==> src/design/dpft_pkg.sv <==
// ---------------------------------------------------------------------------
// dpft_pkg
// Shared types and constants for the demand paging FIFO translator.
// ---------------------------------------------------------------------------
package dpft_pkg;

    // fixed field widths
    localparam int VA_W      = 22;
    localparam int PA_W      = 16;
    localparam int EV_PAGE_W = 10;

    // parameter defaults
    localparam int PAGE_OFFSET_BITS_DEF = 12;
    localparam int VIRTUAL_PAGES_DEF    = 1024;
    localparam int FRAMES_DEF           = 16;

    // decoupling queue between front and back
    localparam int QUEUE_DEPTH = 2;

    // access kinds
    localparam logic CMD_READ  = 1'b0;
    localparam logic CMD_WRITE = 1'b1;

    // input item
    typedef struct packed {
        logic            cmd;
        logic [VA_W-1:0] virt_addr;
    } t_req;

    // result item
    typedef struct packed {
        logic [PA_W-1:0]      phys_addr;
        logic                 page_fault;
        logic                 evict_valid;
        logic [EV_PAGE_W-1:0] evict_page;
        logic                 evict_writeback;
    } t_rsp;

    // back end sequencer states
    typedef enum logic [1:0] {
        S_LOOK = 2'b01,
        S_EXEC = 2'b10
    } t_back_state;

endpackage

==> src/design/demand_paging_fifo_translator_unit.sv <==
// ---------------------------------------------------------------------------
// demand_paging_fifo_translator_unit
// Virtual to physical address translator with FIFO page replacement.
//
// Usage:
//   An access item (i_req: cmd, virt_addr) is taken at a rising edge with
//   start high and busy low. busy is high while the two-entry input queue
//   is full.
//   Each item gives exactly one result on o_rsp, marked by o_rsp_valid for
//   one cycle. The receiver cannot stall; results leave at once.
//   Each result passes the input queue, the sequencer's look-up and execute
//   states and the result register; queued items ahead of it delay it.
//   The back end sequencer matches the page against the per-frame owner
//   table in its look-up state and updates owner, in-use, dirty and the
//   FIFO pointer in the execute state that follows, before the next pop.
//   On a fault the frame under the FIFO pointer is taken; an evicted page
//   and its write-back need are reported for an external copy engine.
//   Reset (i_rst_n low, synchronous) empties the queue, marks every frame
//   free and clean and returns the FIFO pointer to frame zero.
// ---------------------------------------------------------------------------
module demand_paging_fifo_translator_unit
    import dpft_pkg::*;
#(
    parameter int PAGE_OFFSET_BITS = PAGE_OFFSET_BITS_DEF,
    parameter int VIRTUAL_PAGES    = VIRTUAL_PAGES_DEF,
    parameter int FRAMES           = FRAMES_DEF
) (
    input  logic i_clk,
    input  logic i_rst_n,
    input  logic start,
    output logic busy,
    input  t_req i_req,
    output logic o_rsp_valid,
    output t_rsp o_rsp
);

    localparam int PAGE_BITS = $clog2(VIRTUAL_PAGES);

    logic                        full;
    logic                        push;
    logic                        q_valid;
    logic                        q_pop;
    logic                        q_cmd;
    logic [PAGE_BITS-1:0]        q_page;
    logic [PAGE_OFFSET_BITS-1:0] q_off;

    assign busy = full;
    assign push = start && !full;

    // accept and classify
    dpft_front #(
        .PAGE_OFFSET_BITS (PAGE_OFFSET_BITS),
        .VIRTUAL_PAGES    (VIRTUAL_PAGES)
    ) u_front (
        .i_clk     (i_clk),
        .i_rst_n   (i_rst_n),
        .i_push    (push),
        .i_req     (i_req),
        .o_full    (full),
        .o_q_valid (q_valid),
        .i_q_pop   (q_pop),
        .o_q_cmd   (q_cmd),
        .o_q_page  (q_page),
        .o_q_off   (q_off)
    );

    // translate and replace
    dpft_back #(
        .PAGE_OFFSET_BITS (PAGE_OFFSET_BITS),
        .VIRTUAL_PAGES    (VIRTUAL_PAGES),
        .FRAMES           (FRAMES)
    ) u_back (
        .i_clk       (i_clk),
        .i_rst_n     (i_rst_n),
        .i_q_valid   (q_valid),
        .o_q_pop     (q_pop),
        .i_q_cmd     (q_cmd),
        .i_q_page    (q_page),
        .i_q_off     (q_off),
        .o_rsp_valid (o_rsp_valid),
        .o_rsp       (o_rsp)
    );

endmodule

==> src/design/dpft_front.sv <==
// ---------------------------------------------------------------------------
// dpft_front
// Accepts access items, splits the address into page and offset, and holds
// them in a short queue for the back end.
// ---------------------------------------------------------------------------
module dpft_front
    import dpft_pkg::*;
#(
    parameter int PAGE_OFFSET_BITS = PAGE_OFFSET_BITS_DEF,
    parameter int VIRTUAL_PAGES    = VIRTUAL_PAGES_DEF,
    localparam int PAGE_BITS       = $clog2(VIRTUAL_PAGES)
) (
    input  logic                        i_clk,
    input  logic                        i_rst_n,
    input  logic                        i_push,
    input  t_req                        i_req,
    output logic                        o_full,
    output logic                        o_q_valid,
    input  logic                        i_q_pop,
    output logic                        o_q_cmd,
    output logic [PAGE_BITS-1:0]        o_q_page,
    output logic [PAGE_OFFSET_BITS-1:0] o_q_off
);

    localparam int QPTR_W = (QUEUE_DEPTH > 1) ? $clog2(QUEUE_DEPTH) : 1;
    localparam int QCNT_W = $clog2(QUEUE_DEPTH + 1);

    logic                        r_q_cmd  [QUEUE_DEPTH];
    logic [PAGE_BITS-1:0]        r_q_page [QUEUE_DEPTH];
    logic [PAGE_OFFSET_BITS-1:0] r_q_off  [QUEUE_DEPTH];
    logic [QPTR_W-1:0]           r_wr_ptr, n_wr_ptr;
    logic [QPTR_W-1:0]           r_rd_ptr, n_rd_ptr;
    logic [QCNT_W-1:0]           r_count, n_count;

    logic [VA_W-1:0]             va_shift;
    logic [PAGE_BITS-1:0]        page;
    logic [PAGE_OFFSET_BITS-1:0] offset;

    // classify: page number wraps modulo the page count
    always_comb begin
        va_shift = i_req.virt_addr >> PAGE_OFFSET_BITS;
        page     = PAGE_BITS'(va_shift);
        offset   = i_req.virt_addr[PAGE_OFFSET_BITS-1:0];
    end

    // pointer and count update
    always_comb begin
        n_wr_ptr = r_wr_ptr;
        n_rd_ptr = r_rd_ptr;
        n_count  = r_count;
        if (i_push) begin
            n_wr_ptr = (r_wr_ptr == QPTR_W'(QUEUE_DEPTH - 1)) ? '0 : r_wr_ptr + 1'b1;
        end
        if (i_q_pop) begin
            n_rd_ptr = (r_rd_ptr == QPTR_W'(QUEUE_DEPTH - 1)) ? '0 : r_rd_ptr + 1'b1;
        end
        if (i_push && !i_q_pop) begin
            n_count = r_count + 1'b1;
        end else if (!i_push && i_q_pop) begin
            n_count = r_count - 1'b1;
        end
    end

    always_ff @(posedge i_clk) begin
        if (!i_rst_n) begin
            r_wr_ptr <= '0;
            r_rd_ptr <= '0;
            r_count  <= '0;
        end else begin
            r_wr_ptr <= n_wr_ptr;
            r_rd_ptr <= n_rd_ptr;
            r_count  <= n_count;
        end
    end

    // queue storage
    always_ff @(posedge i_clk) begin
        if (i_push) begin
            r_q_cmd[r_wr_ptr]  <= i_req.cmd;
            r_q_page[r_wr_ptr] <= page;
            r_q_off[r_wr_ptr]  <= offset;
        end
    end

    assign o_full    = (r_count == QCNT_W'(QUEUE_DEPTH));
    assign o_q_valid = (r_count != '0);
    assign o_q_cmd   = r_q_cmd[r_rd_ptr];
    assign o_q_page  = r_q_page[r_rd_ptr];
    assign o_q_off   = r_q_off[r_rd_ptr];

    // queue never overflows
    a_no_overflow: assert property (@(posedge i_clk) disable iff (!i_rst_n)
        r_count <= QCNT_W'(QUEUE_DEPTH))
        else $error("queue count beyond depth");

    // a pop with no push leaves one item fewer
    a_pop_count: assert property (@(posedge i_clk) disable iff (!i_rst_n)
        (i_q_pop && !i_push) |=> (r_count == $past(r_count) - 1'b1))
        else $error("queue count did not drop on pop");

endmodule

==> src/design/dpft_back.sv <==
// ---------------------------------------------------------------------------
// dpft_back
// Translates queued accesses: per-frame owner lookup, FIFO replacement on a
// fault, dirty tracking and the registered result.
// ---------------------------------------------------------------------------
module dpft_back
    import dpft_pkg::*;
#(
    parameter int PAGE_OFFSET_BITS = PAGE_OFFSET_BITS_DEF,
    parameter int VIRTUAL_PAGES    = VIRTUAL_PAGES_DEF,
    parameter int FRAMES           = FRAMES_DEF,
    localparam int PAGE_BITS       = $clog2(VIRTUAL_PAGES)
) (
    input  logic                        i_clk,
    input  logic                        i_rst_n,
    input  logic                        i_q_valid,
    output logic                        o_q_pop,
    input  logic                        i_q_cmd,
    input  logic [PAGE_BITS-1:0]        i_q_page,
    input  logic [PAGE_OFFSET_BITS-1:0] i_q_off,
    output logic                        o_rsp_valid,
    output t_rsp                        o_rsp
);

    localparam int FRAME_BITS = (FRAMES > 1) ? $clog2(FRAMES) : 1;
    localparam int PA_FULL_W  = FRAME_BITS + PAGE_OFFSET_BITS;

    t_back_state                 r_state, n_state;
    logic [FRAMES-1:0]           r_hit_vec;
    logic                        r_cmd;
    logic [PAGE_BITS-1:0]        r_page;
    logic [PAGE_OFFSET_BITS-1:0] r_off;

    // per-frame tables
    logic [PAGE_BITS-1:0]        r_owner [FRAMES];
    logic [FRAMES-1:0]           r_in_use;
    logic [FRAMES-1:0]           r_dirty;
    logic [FRAME_BITS-1:0]       r_ptr;

    logic                        r_rsp_valid;
    t_rsp                        r_rsp;

    logic [FRAMES-1:0]           hit_vec;
    logic                        hit;
    logic [FRAME_BITS-1:0]       hit_frame;
    logic [FRAME_BITS-1:0]       frame;
    logic [PA_FULL_W-1:0]        pa_full;
    logic                        exec;

    // owner match against the queue head, one compare per frame
    always_comb begin
        for (int f = 0; f < FRAMES; f++) begin
            hit_vec[f] = r_in_use[f] && (r_owner[f] == i_q_page);
        end
    end

    assign o_q_pop = (r_state == S_LOOK) && i_q_valid;
    assign exec    = (r_state == S_EXEC);

    // sequencer: look up in S_LOOK, then carry out in S_EXEC
    always_comb begin
        case (r_state)
            S_LOOK:  n_state = i_q_valid ? S_EXEC : S_LOOK;
            S_EXEC:  n_state = S_LOOK;
            default: n_state = S_LOOK;
        endcase
    end

    always_ff @(posedge i_clk) begin
        if (!i_rst_n) begin
            r_state <= S_LOOK;
        end else begin
            r_state <= n_state;
        end
    end

    // capture item and match vector
    always_ff @(posedge i_clk) begin
        if (o_q_pop) begin
            r_hit_vec <= hit_vec;
            r_cmd     <= i_q_cmd;
            r_page    <= i_q_page;
            r_off     <= i_q_off;
        end
    end

    // encode the matching frame (at most one bit set)
    always_comb begin
        hit       = |r_hit_vec;
        hit_frame = '0;
        for (int f = 0; f < FRAMES; f++) begin
            if (r_hit_vec[f]) begin
                hit_frame = hit_frame | FRAME_BITS'(f);
            end
        end
        frame   = hit ? hit_frame : r_ptr;
        pa_full = {frame, r_off};
    end

    // table update: in-use, dirty and FIFO pointer
    always_ff @(posedge i_clk) begin
        if (!i_rst_n) begin
            r_in_use <= '0;
            r_dirty  <= '0;
            r_ptr    <= '0;
        end else if (exec) begin
            if (hit) begin
                if (r_cmd == CMD_WRITE) begin
                    r_dirty[hit_frame] <= 1'b1;
                end
            end else begin
                r_in_use[r_ptr] <= 1'b1;
                r_dirty[r_ptr]  <= (r_cmd == CMD_WRITE);
                r_ptr <= (r_ptr == FRAME_BITS'(FRAMES - 1)) ? '0 : r_ptr + 1'b1;
            end
        end
    end

    // owner table write on a fault
    always_ff @(posedge i_clk) begin
        if (exec && !hit) begin
            r_owner[r_ptr] <= r_page;
        end
    end

    // result register
    always_ff @(posedge i_clk) begin
        if (!i_rst_n) begin
            r_rsp_valid <= 1'b0;
        end else begin
            r_rsp_valid <= exec;
        end
    end

    always_ff @(posedge i_clk) begin
        if (exec) begin
            r_rsp.phys_addr       <= PA_W'(pa_full);
            r_rsp.page_fault      <= !hit;
            r_rsp.evict_valid     <= !hit && r_in_use[r_ptr];
            r_rsp.evict_page      <= (!hit && r_in_use[r_ptr]) ?
                                     EV_PAGE_W'(r_owner[r_ptr]) : '0;
            r_rsp.evict_writeback <= !hit && r_in_use[r_ptr] && r_dirty[r_ptr];
        end
    end

    assign o_rsp_valid = r_rsp_valid;
    assign o_rsp       = r_rsp;

    // a page lives in at most one frame
    a_single_owner: assert property (@(posedge i_clk) disable iff (!i_rst_n)
        exec |-> $onehot0(r_hit_vec))
        else $error("page owned by more than one frame");

    // a hit never reports an eviction
    a_hit_no_evict: assert property (@(posedge i_clk) disable iff (!i_rst_n)
        (r_rsp_valid && !r_rsp.page_fault) |-> !r_rsp.evict_valid)
        else $error("eviction reported on a hit");

    // every execute cycle is followed by a result
    a_rsp_from_exec: assert property (@(posedge i_clk) disable iff (!i_rst_n)
        exec |=> r_rsp_valid)
        else $error("execute cycle gave no result");

    // FIFO pointer stays within the frame range
    a_ptr_range: assert property (@(posedge i_clk) disable iff (!i_rst_n)
        r_ptr <= FRAME_BITS'(FRAMES - 1))
        else $error("FIFO pointer beyond last frame");

endmodule

==> config.mk <==
export PLATFORM = sky130hd
export DESIGN_NAME = demand_paging_fifo_translator_unit
export DESIGN_NICKNAME = d
export VERILOG_FILES = /design/src/design/dpft_pkg.sv /design/src/design/demand_paging_fifo_translator_unit.sv /design/src/design/dpft_front.sv /design/src/design/dpft_back.sv
export SDC_FILE = /design/constraint.sdc
export NUM_CORES = 1
export LEC_CHECK = 0
export ABC_AREA = 1
export ABC_CLOCK_PERIOD_IN_PS = 4410
export BUFFER_PORTS_ARGS = -buffer_cell sky130_fd_sc_hd__buf_2
export CELL_PAD_IN_SITES_DETAIL_PLACEMENT = 0
export CELL_PAD_IN_SITES_GLOBAL_PLACEMENT = 1
export CORE_MARGIN = 8
export CORE_UTILIZATION = 40
export CTS_CLUSTER_SIZE = 24
export DETAILED_ROUTE_END_ITERATION = 6
export PLACE_DENSITY = 0.74
export SETUP_SLACK_MARGIN = 0.1
export SYNTH_ARGS = -nofsm -noshare
export SYNTH_HDL_FRONTEND = slang
export SYNTH_SLANG_ARGS = --single-unit
export TNS_END_PERCENT = 5
==> constraint.sdc <==
create_clock -name i_clk -period 4.41 [get_ports i_clk]
set_clock_uncertainty 0.05 [all_clocks]
set_input_delay 0.882 -clock i_clk [delete_from_list [all_inputs] [get_ports i_clk]]
set_output_delay 0.882 -clock i_clk [all_outputs]
set_load 0.01 [all_outputs]
---- After elaboration in Yosys (flattened, before gate mapping) ----
Memories as Yosys holds them, arrays and structs flattened. A register that Yosys moved wholly into a read port is not among the register bits.
Index checks and enable logic that the tools add are counted.
word-level totals
  register bits ........................... 88
  memory bits (writable) .................. 206
  input bits .............................. 26
  output and inout port bits .............. 31
  word-level logic and storage cells ...... 126
  memories ................................ 4
memory list
  name              depth  bits a word  rd ports  clocked after memory_dff  write ports  RTL line          RTL
  u_back.r_owner    16     10           17        1                         1            dpft_back.sv:35   logic [PAGE_BITS-1:0] r_owner [FRAMES];
  u_front.r_q_off   2      12           1         1                         1            dpft_front.sv:30  logic [PAGE_OFFSET_BITS-1:0] r_q_off [QUEUE_DEPTH];
  u_front.r_q_page  2      10           1         1                         1            dpft_front.sv:29  logic [PAGE_BITS-1:0] r_q_page [QUEUE_DEPTH];
  u_front.r_q_cmd   2      1            1         1                         1            dpft_front.sv:28  logic r_q_cmd [QUEUE_DEPTH];
operators by class
  $add $sub $neg .......................... 5
  $lt $le $gt $ge ......................... 4
  eq/ne operators ......................... 21
  mux-type cells .......................... 39
  bitwise logic cells ..................... 3
  reductions and logical operators ........ 36
operators with widths
  cell                   count
  $eq A10 B10 Y1         16
  $mux W4                10
  $mux W16               2
  $or A16 B16 Y16        2
  $logic_and A1 B1 Y1    25
  $bwmux W16             1
  $reduce_or A16 Y1      1
  $mux W1                13
  $mux W3                4
  $lt A4 B5 Y1 const B   2
  $mux W2                5
  $bmux W1 S4            2
  $demux W1 S4           2
  $ge A4 B1 Y1 const B   2
  $reduce_and A2 Y1      3
  $logic_not A1 Y1       5
  $add A4 B1 Y4 const B  1
  $eq A2 B2 Y1 const B   2
  $eq A4 B4 Y1 const B   1
  $reduce_bool A2 Y1     2
  $add A1 B1 Y1 const B  2
  $add A2 B1 Y2 const B  1
  $eq A2 B1 Y1 const B   1
  $ne A2 B1 Y1 const B   1
  other kinds (2)        2

---- Logic depth before layout (Yosys ltp) ----
  depth after elaboration ................. 22
  mapped depth ............................ 13
  gate-level depth less buffers ........... 11

---- By module ----
A second synthesis with hierarchy kept.
second synthesis, totals
  cell total of the unflattened synthesis .. 1,479
  area total of the unflattened synthesis .. 14,928.1 µm²
by module, submodules not included
  module                              times used  cells an instance  area each (µm²)  seq. area each (µm²)
  dpft_back                           1           1,371              13,027.5         7,627.3
  dpft_front                          1           106                1,890.6          1,481.4
  demand_paging_fifo_translator_unit  1           2                  10.0             0.0

---- Worst setup path before layout ----
Ideal clock, no wire load.
  path type ............................... register to register
  from .................................... register u_front.r_count[0]
  to ...................................... register u_front.r_count[1]
  setup time .............................. 0.122 ns
  arrival time ............................ 4.290 ns
  data required time ...................... 4.238 ns
  path slack .............................. -0.053 ns
  cell stages (with the launch flop) ...... 9
  buffers on the path ..................... 0
  period minus slack after synthesis ...... 4.463 ns
  cells stage by stage .................... dfxtp_1 > nor2_1 > nor3_1 > inv_1 > ha_1 > a21oi_1 > o21ai_0 > o21ai_0 > a21oi_1
on the way
  elaborated cells between the ends (all ways) .. 14
  those cells by class .................... add/sub: 2; eq/ne: 1; mux: 2; reduce/logical: 9
RTL lines
  what                                                  RTL line                                  RTL
  start: declaration                                    dpft_front.sv:33                          logic [QCNT_W-1:0] r_count, n_count;
  start signal: assignment                              dpft_front.sv:72                          r_count <= n_count;
  $reduce_bool A2 Y1 (*)                                dpft_front.sv:86                          assign o_q_valid = (r_count != '0);
  $logic_and A1 B1 Y1 (*)                               dpft_back.sv:57                           assign o_q_pop = (r_state == S_LOOK) && i_q_valid;
  via q_pop                                             demand_paging_fifo_translator_unit.sv:42  logic q_pop;
  $logic_not A1 Y1                                      dpft_front.sv:57                          if (i_push && !i_q_pop) begin
  $logic_and A1 B1 Y1                                   dpft_front.sv:57
  $mux W2 / $reduce_bool A2 Y1 (equally long branches)  n/a
Mark *: on every way through the listed nets, which the timed path passes. The rest lies on a longest branch. The select of a mux whose other input is x is not followed.
A chain may end at the register's enable or synchronous reset.

==> run summary <==
critical path arrival - 3.35 ns
Clock transition at path regs - 0.06 ns
# DRC - 0
die width - 212 um
maximum clock frequency - 315 MHz
async set or reset register ratio after synthesis - 0%
Slew @ Worst Pin - 1.05 ns
main combinational cell family by area after synthesis - simple AND/OR/NAND/NOR gates
final period utilization - 71.9%
# Post-CTS Setup Buffers - 0
Synthesis Warnings - 0
Sw Pwr - 3160 uW
GP Congestion - 0.915
gr ovfl total - 0
CP max FO - 20
Post-Synth XOR/XNOR Area - 2.60%
adder and majority gate portion of the synthesized area - 0.406%
Rows - 72
Clock Latency Late Sink - 0.54 ns
DP Cell Count - 2159
drt first-iter violations - 1302
Logic pwr share - 20.4%
pin count of the biggest net entering global routing - 82
Hold Path Depth - 0
sequential fraction of the synthesis area - 59.2%
antenna cells - 0
post-synthesis mux area share - 0%
most frequent cells in the layout - 408 x nand2_1, 274 x edfxtp_1, 186 x nor2_1
Reg2Reg Capture Point - u_back.r_hit_vec[12]$_DFFE_PP_
Die H - 212 um
Synth Area in Compound Gates - 11.0%
Flop pwr share - 46.9%
r2r setup slk - 1.24 ns
Final Instance Count excl. Fillers - 2224
starting density of the core - 40.2%
Max IR drop VDD - 0.326 mV
DP HPWL - 31100 um
top_reg_cell synth - edfxtp_1
Max Slew Vio Count - 0
clk root buf - clkbuf_16
Final setup viols - 0
PwrDens - 545 mW/mm2
Synth cell types - 41
Final ANT Viol Nets - 0
relative slew slack - 30.0%
Resized cells post-CTS - 0
Crit Path Category - reg2reg
Post-synth EDFFs - 274
initial antenna violation count - 0
Sw Ratio - 33.8%
H-tree Lvls - 2
R2R depth - 9
1st-pass router iterations - 5
number of global-route vias before repair - 11200
layout cells sized above 1 - 10.1%
path type of the worst min-delay path - reg2reg
drt wl/cell - 20.9 um
synthesized cell area - 0.0154 mm2
RSZ-0062 raised after global routing - no
hold_sp - u_back.r_off[5]$_DFFE_PP_
commonest non-fill, non-tap cell in the layout - nand2_1
crit path launch type - register
Simple-Gate Fraction of Synth Area - 19.1%
max cap viols - 0
maximum clock path buffer count - 3
core area - 0.0383 mm2
FF+latch count, synth - 318
P_leak - 0.00670 uW
Critical Path RT - 4.59 ns
CTS tree - built
Vias/cell - 5.27
WL final - 46400 um
Synth Instances - 1648
Worst Hold End - u_back.o_rsp[18]$_DFFE_PP_
CP endpoint kind - register
Layout area overhead - 11.2%
clk sink count - 318
Cell Int Power - 6170 uW
post-layout util - 44.7%
Buffers on Ports - 56
nets - 1710
syn nets - 1679
# hold bufs at CTS - 0
die area - 0.0450 mm2
status - finished, final reports clean
clock power share - 32.7%
Avg Synthesized Cell Area - 9.34 um2
vias - 11700
Num CTS Buffers - 36
gr usage total - 20.6%
final hold vios - 0
Period minus WS final - 3.17 ns
Setup TNS Final - 0 ns
Top Ports - 57
first-pass GRT wire length - 70000 um
-- worst max path at each step --
stage                                      start                         endpoint  slack [ns]  cells past startpoint
floorplan           u_back.r_state[0]$_SDFF_PN1_  u_front.r_count[1]$_SDFFE_PN0P_        1.29                      8
global placement                        register   u_back.r_hit_vec[13]$_DFFE_PP_        1.40                      9
detailed placement                      register   u_back.r_hit_vec[12]$_DFFE_PP_        1.39                      9
CTS                                     register   u_back.r_hit_vec[12]$_DFFE_PP_        1.35                      9
global route                            register   u_back.r_hit_vec[12]$_DFFE_PP_        1.04                      9
finish                                  register   u_back.r_hit_vec[12]$_DFFE_PP_        1.24                      9
-- power by group through the flow --
| stage | Combinational, uW | Clock [uW] | Sequential (uW) |
|---|---|---|---|
| 6_report | 1910 | 3050 | 4380 |
| 5_1_grt | 2070 | 3220 | 4410 |
| 4_1_cts | 1890 | 3100 | 4380 |
| 3_5_place_dp | 1880 | 0 | 4430 |
| 3_3_place_gp | 1870 | 0 | 4430 |
| 2_1_floorplan | 1430 | 0 | 4100 |
-- logic make-up (layout without fill, tap and decap cells) --
| kind of cell | after synthesis | count (layout) |
|---|---|---|
| buffers and inverters | 257 | 315 |
| and+or+nand+nor | 703 | 703 |
| adders and majority gates | 5 | 5 |
| xor gates and xnor gates | 44 | 44 |
| AOI/OAI and AO/OA | 321 | 321 |
| DFF | 318 | 318 |
-- metal layers --
layer / global-route usage [%] / vias to the layer above / share of wire [%] / routed length (um)
met5: 0 / - / 0 / 0
met4: 7.33 / 0 / 3.0 / 1390
met3: 3.52 / 84 / 7.8 / 3630
met2: 32.4 / 495 / 46 / 21200
met1: 28.4 / 5593 / 43 / 20100
li1: - / 5556 / - / -
-- final cells by class --
class,count,area [um2]
Fill cell,3676,21200
Clock buffer,43,980
Sequential cell,318,9110
Inverter,184,696
Timing Repair Buffer,66,355
Clock inverter,22,220
Tap cell,518,648
Multi-Input combinational cell,1073,5110
-- cells in the mapped netlist (2+ instances only) --
master / n / area (um2)
nand2_1: 408 / 1530
edfxtp_1: 274 / 8230
nor2_1: 188 / 706
inv_1: 173 / 649
o21ai_0: 147 / 736
a21oi_1: 89 / 445
o22ai_1: 45 / 282
dfxtp_1: 44 / 881
nand3_1: 34 / 170
o21ai_1: 28 / 140
xor2_1: 28 / 245
buf_2: 23 / 115
nand4_1: 19 / 119
clkbuf_1: 18 / 67.6
nor3_1: 17 / 85.1
buf_4: 16 / 120
xnor2_1: 14 / 123
nand2_2: 13 / 81.3
buf_6: 12 / 135
inv_2: 9 / 33.8
o211ai_1: 9 / 67.6
nand2_4: 8 / 90.1
ha_1: 5 / 62.6
nor2_2: 5 / 31.3
nor3_2: 4 / 40.0
buf_12: 2 / 40.0
o2111ai_1: 2 / 17.5
-- flip-flops by register name, indices dropped and copies added (netlist names), named ones only --
name	flops
u_back.r_owner	160
u_back.o_rsp	29
u_front.r_q_off	24
u_front.r_q_page	20
u_back.r_dirty	16
u_back.r_hit_vec	16
u_back.r_in_use	16
u_back.r_off	12
u_back.r_page	10
u_back.r_ptr	4
u_back.r_state	2
u_front.r_count	2
u_front.r_q_cmd	2
u_back.o_rsp_valid	1
u_back.r_cmd	1
u_front.r_rd_ptr	1
u_front.r_wr_ptr	1
-- critical path, stage by stage, from the launching register on --
cell and delay, ns:
dfxtp_1 0.73, inv_6 0.18, nand2_1 0.10, nand2_1 0.05, buf_4 0.21, inv_1 0.68
o22ai_1 0.14, nor2_1 0.15, nand2_1 0.06, nor3_1 0.48
-- per-stage QoR --
| stage | hold WS (ns) | setup slack [ns] | total power, uW | cell area [um2] |
|---|---|---|---|---|
| after floorplan | 0.350 | 1.29 | 5530 | 15400 |
| after global routing | 0.376 | 1.04 | 9700 | 17100 |
| final | 0.367 | 1.24 | 9330 | 17100 |
| after CTS | 0.366 | 1.35 | 9360 | 17100 |
| after detailed placement | 0.355 | 1.39 | 6320 | 15900 |
| after global placement | 0.350 | 1.40 | 6290 | 15900 |
Note: power is estimated with default switching activity, not from simulation.
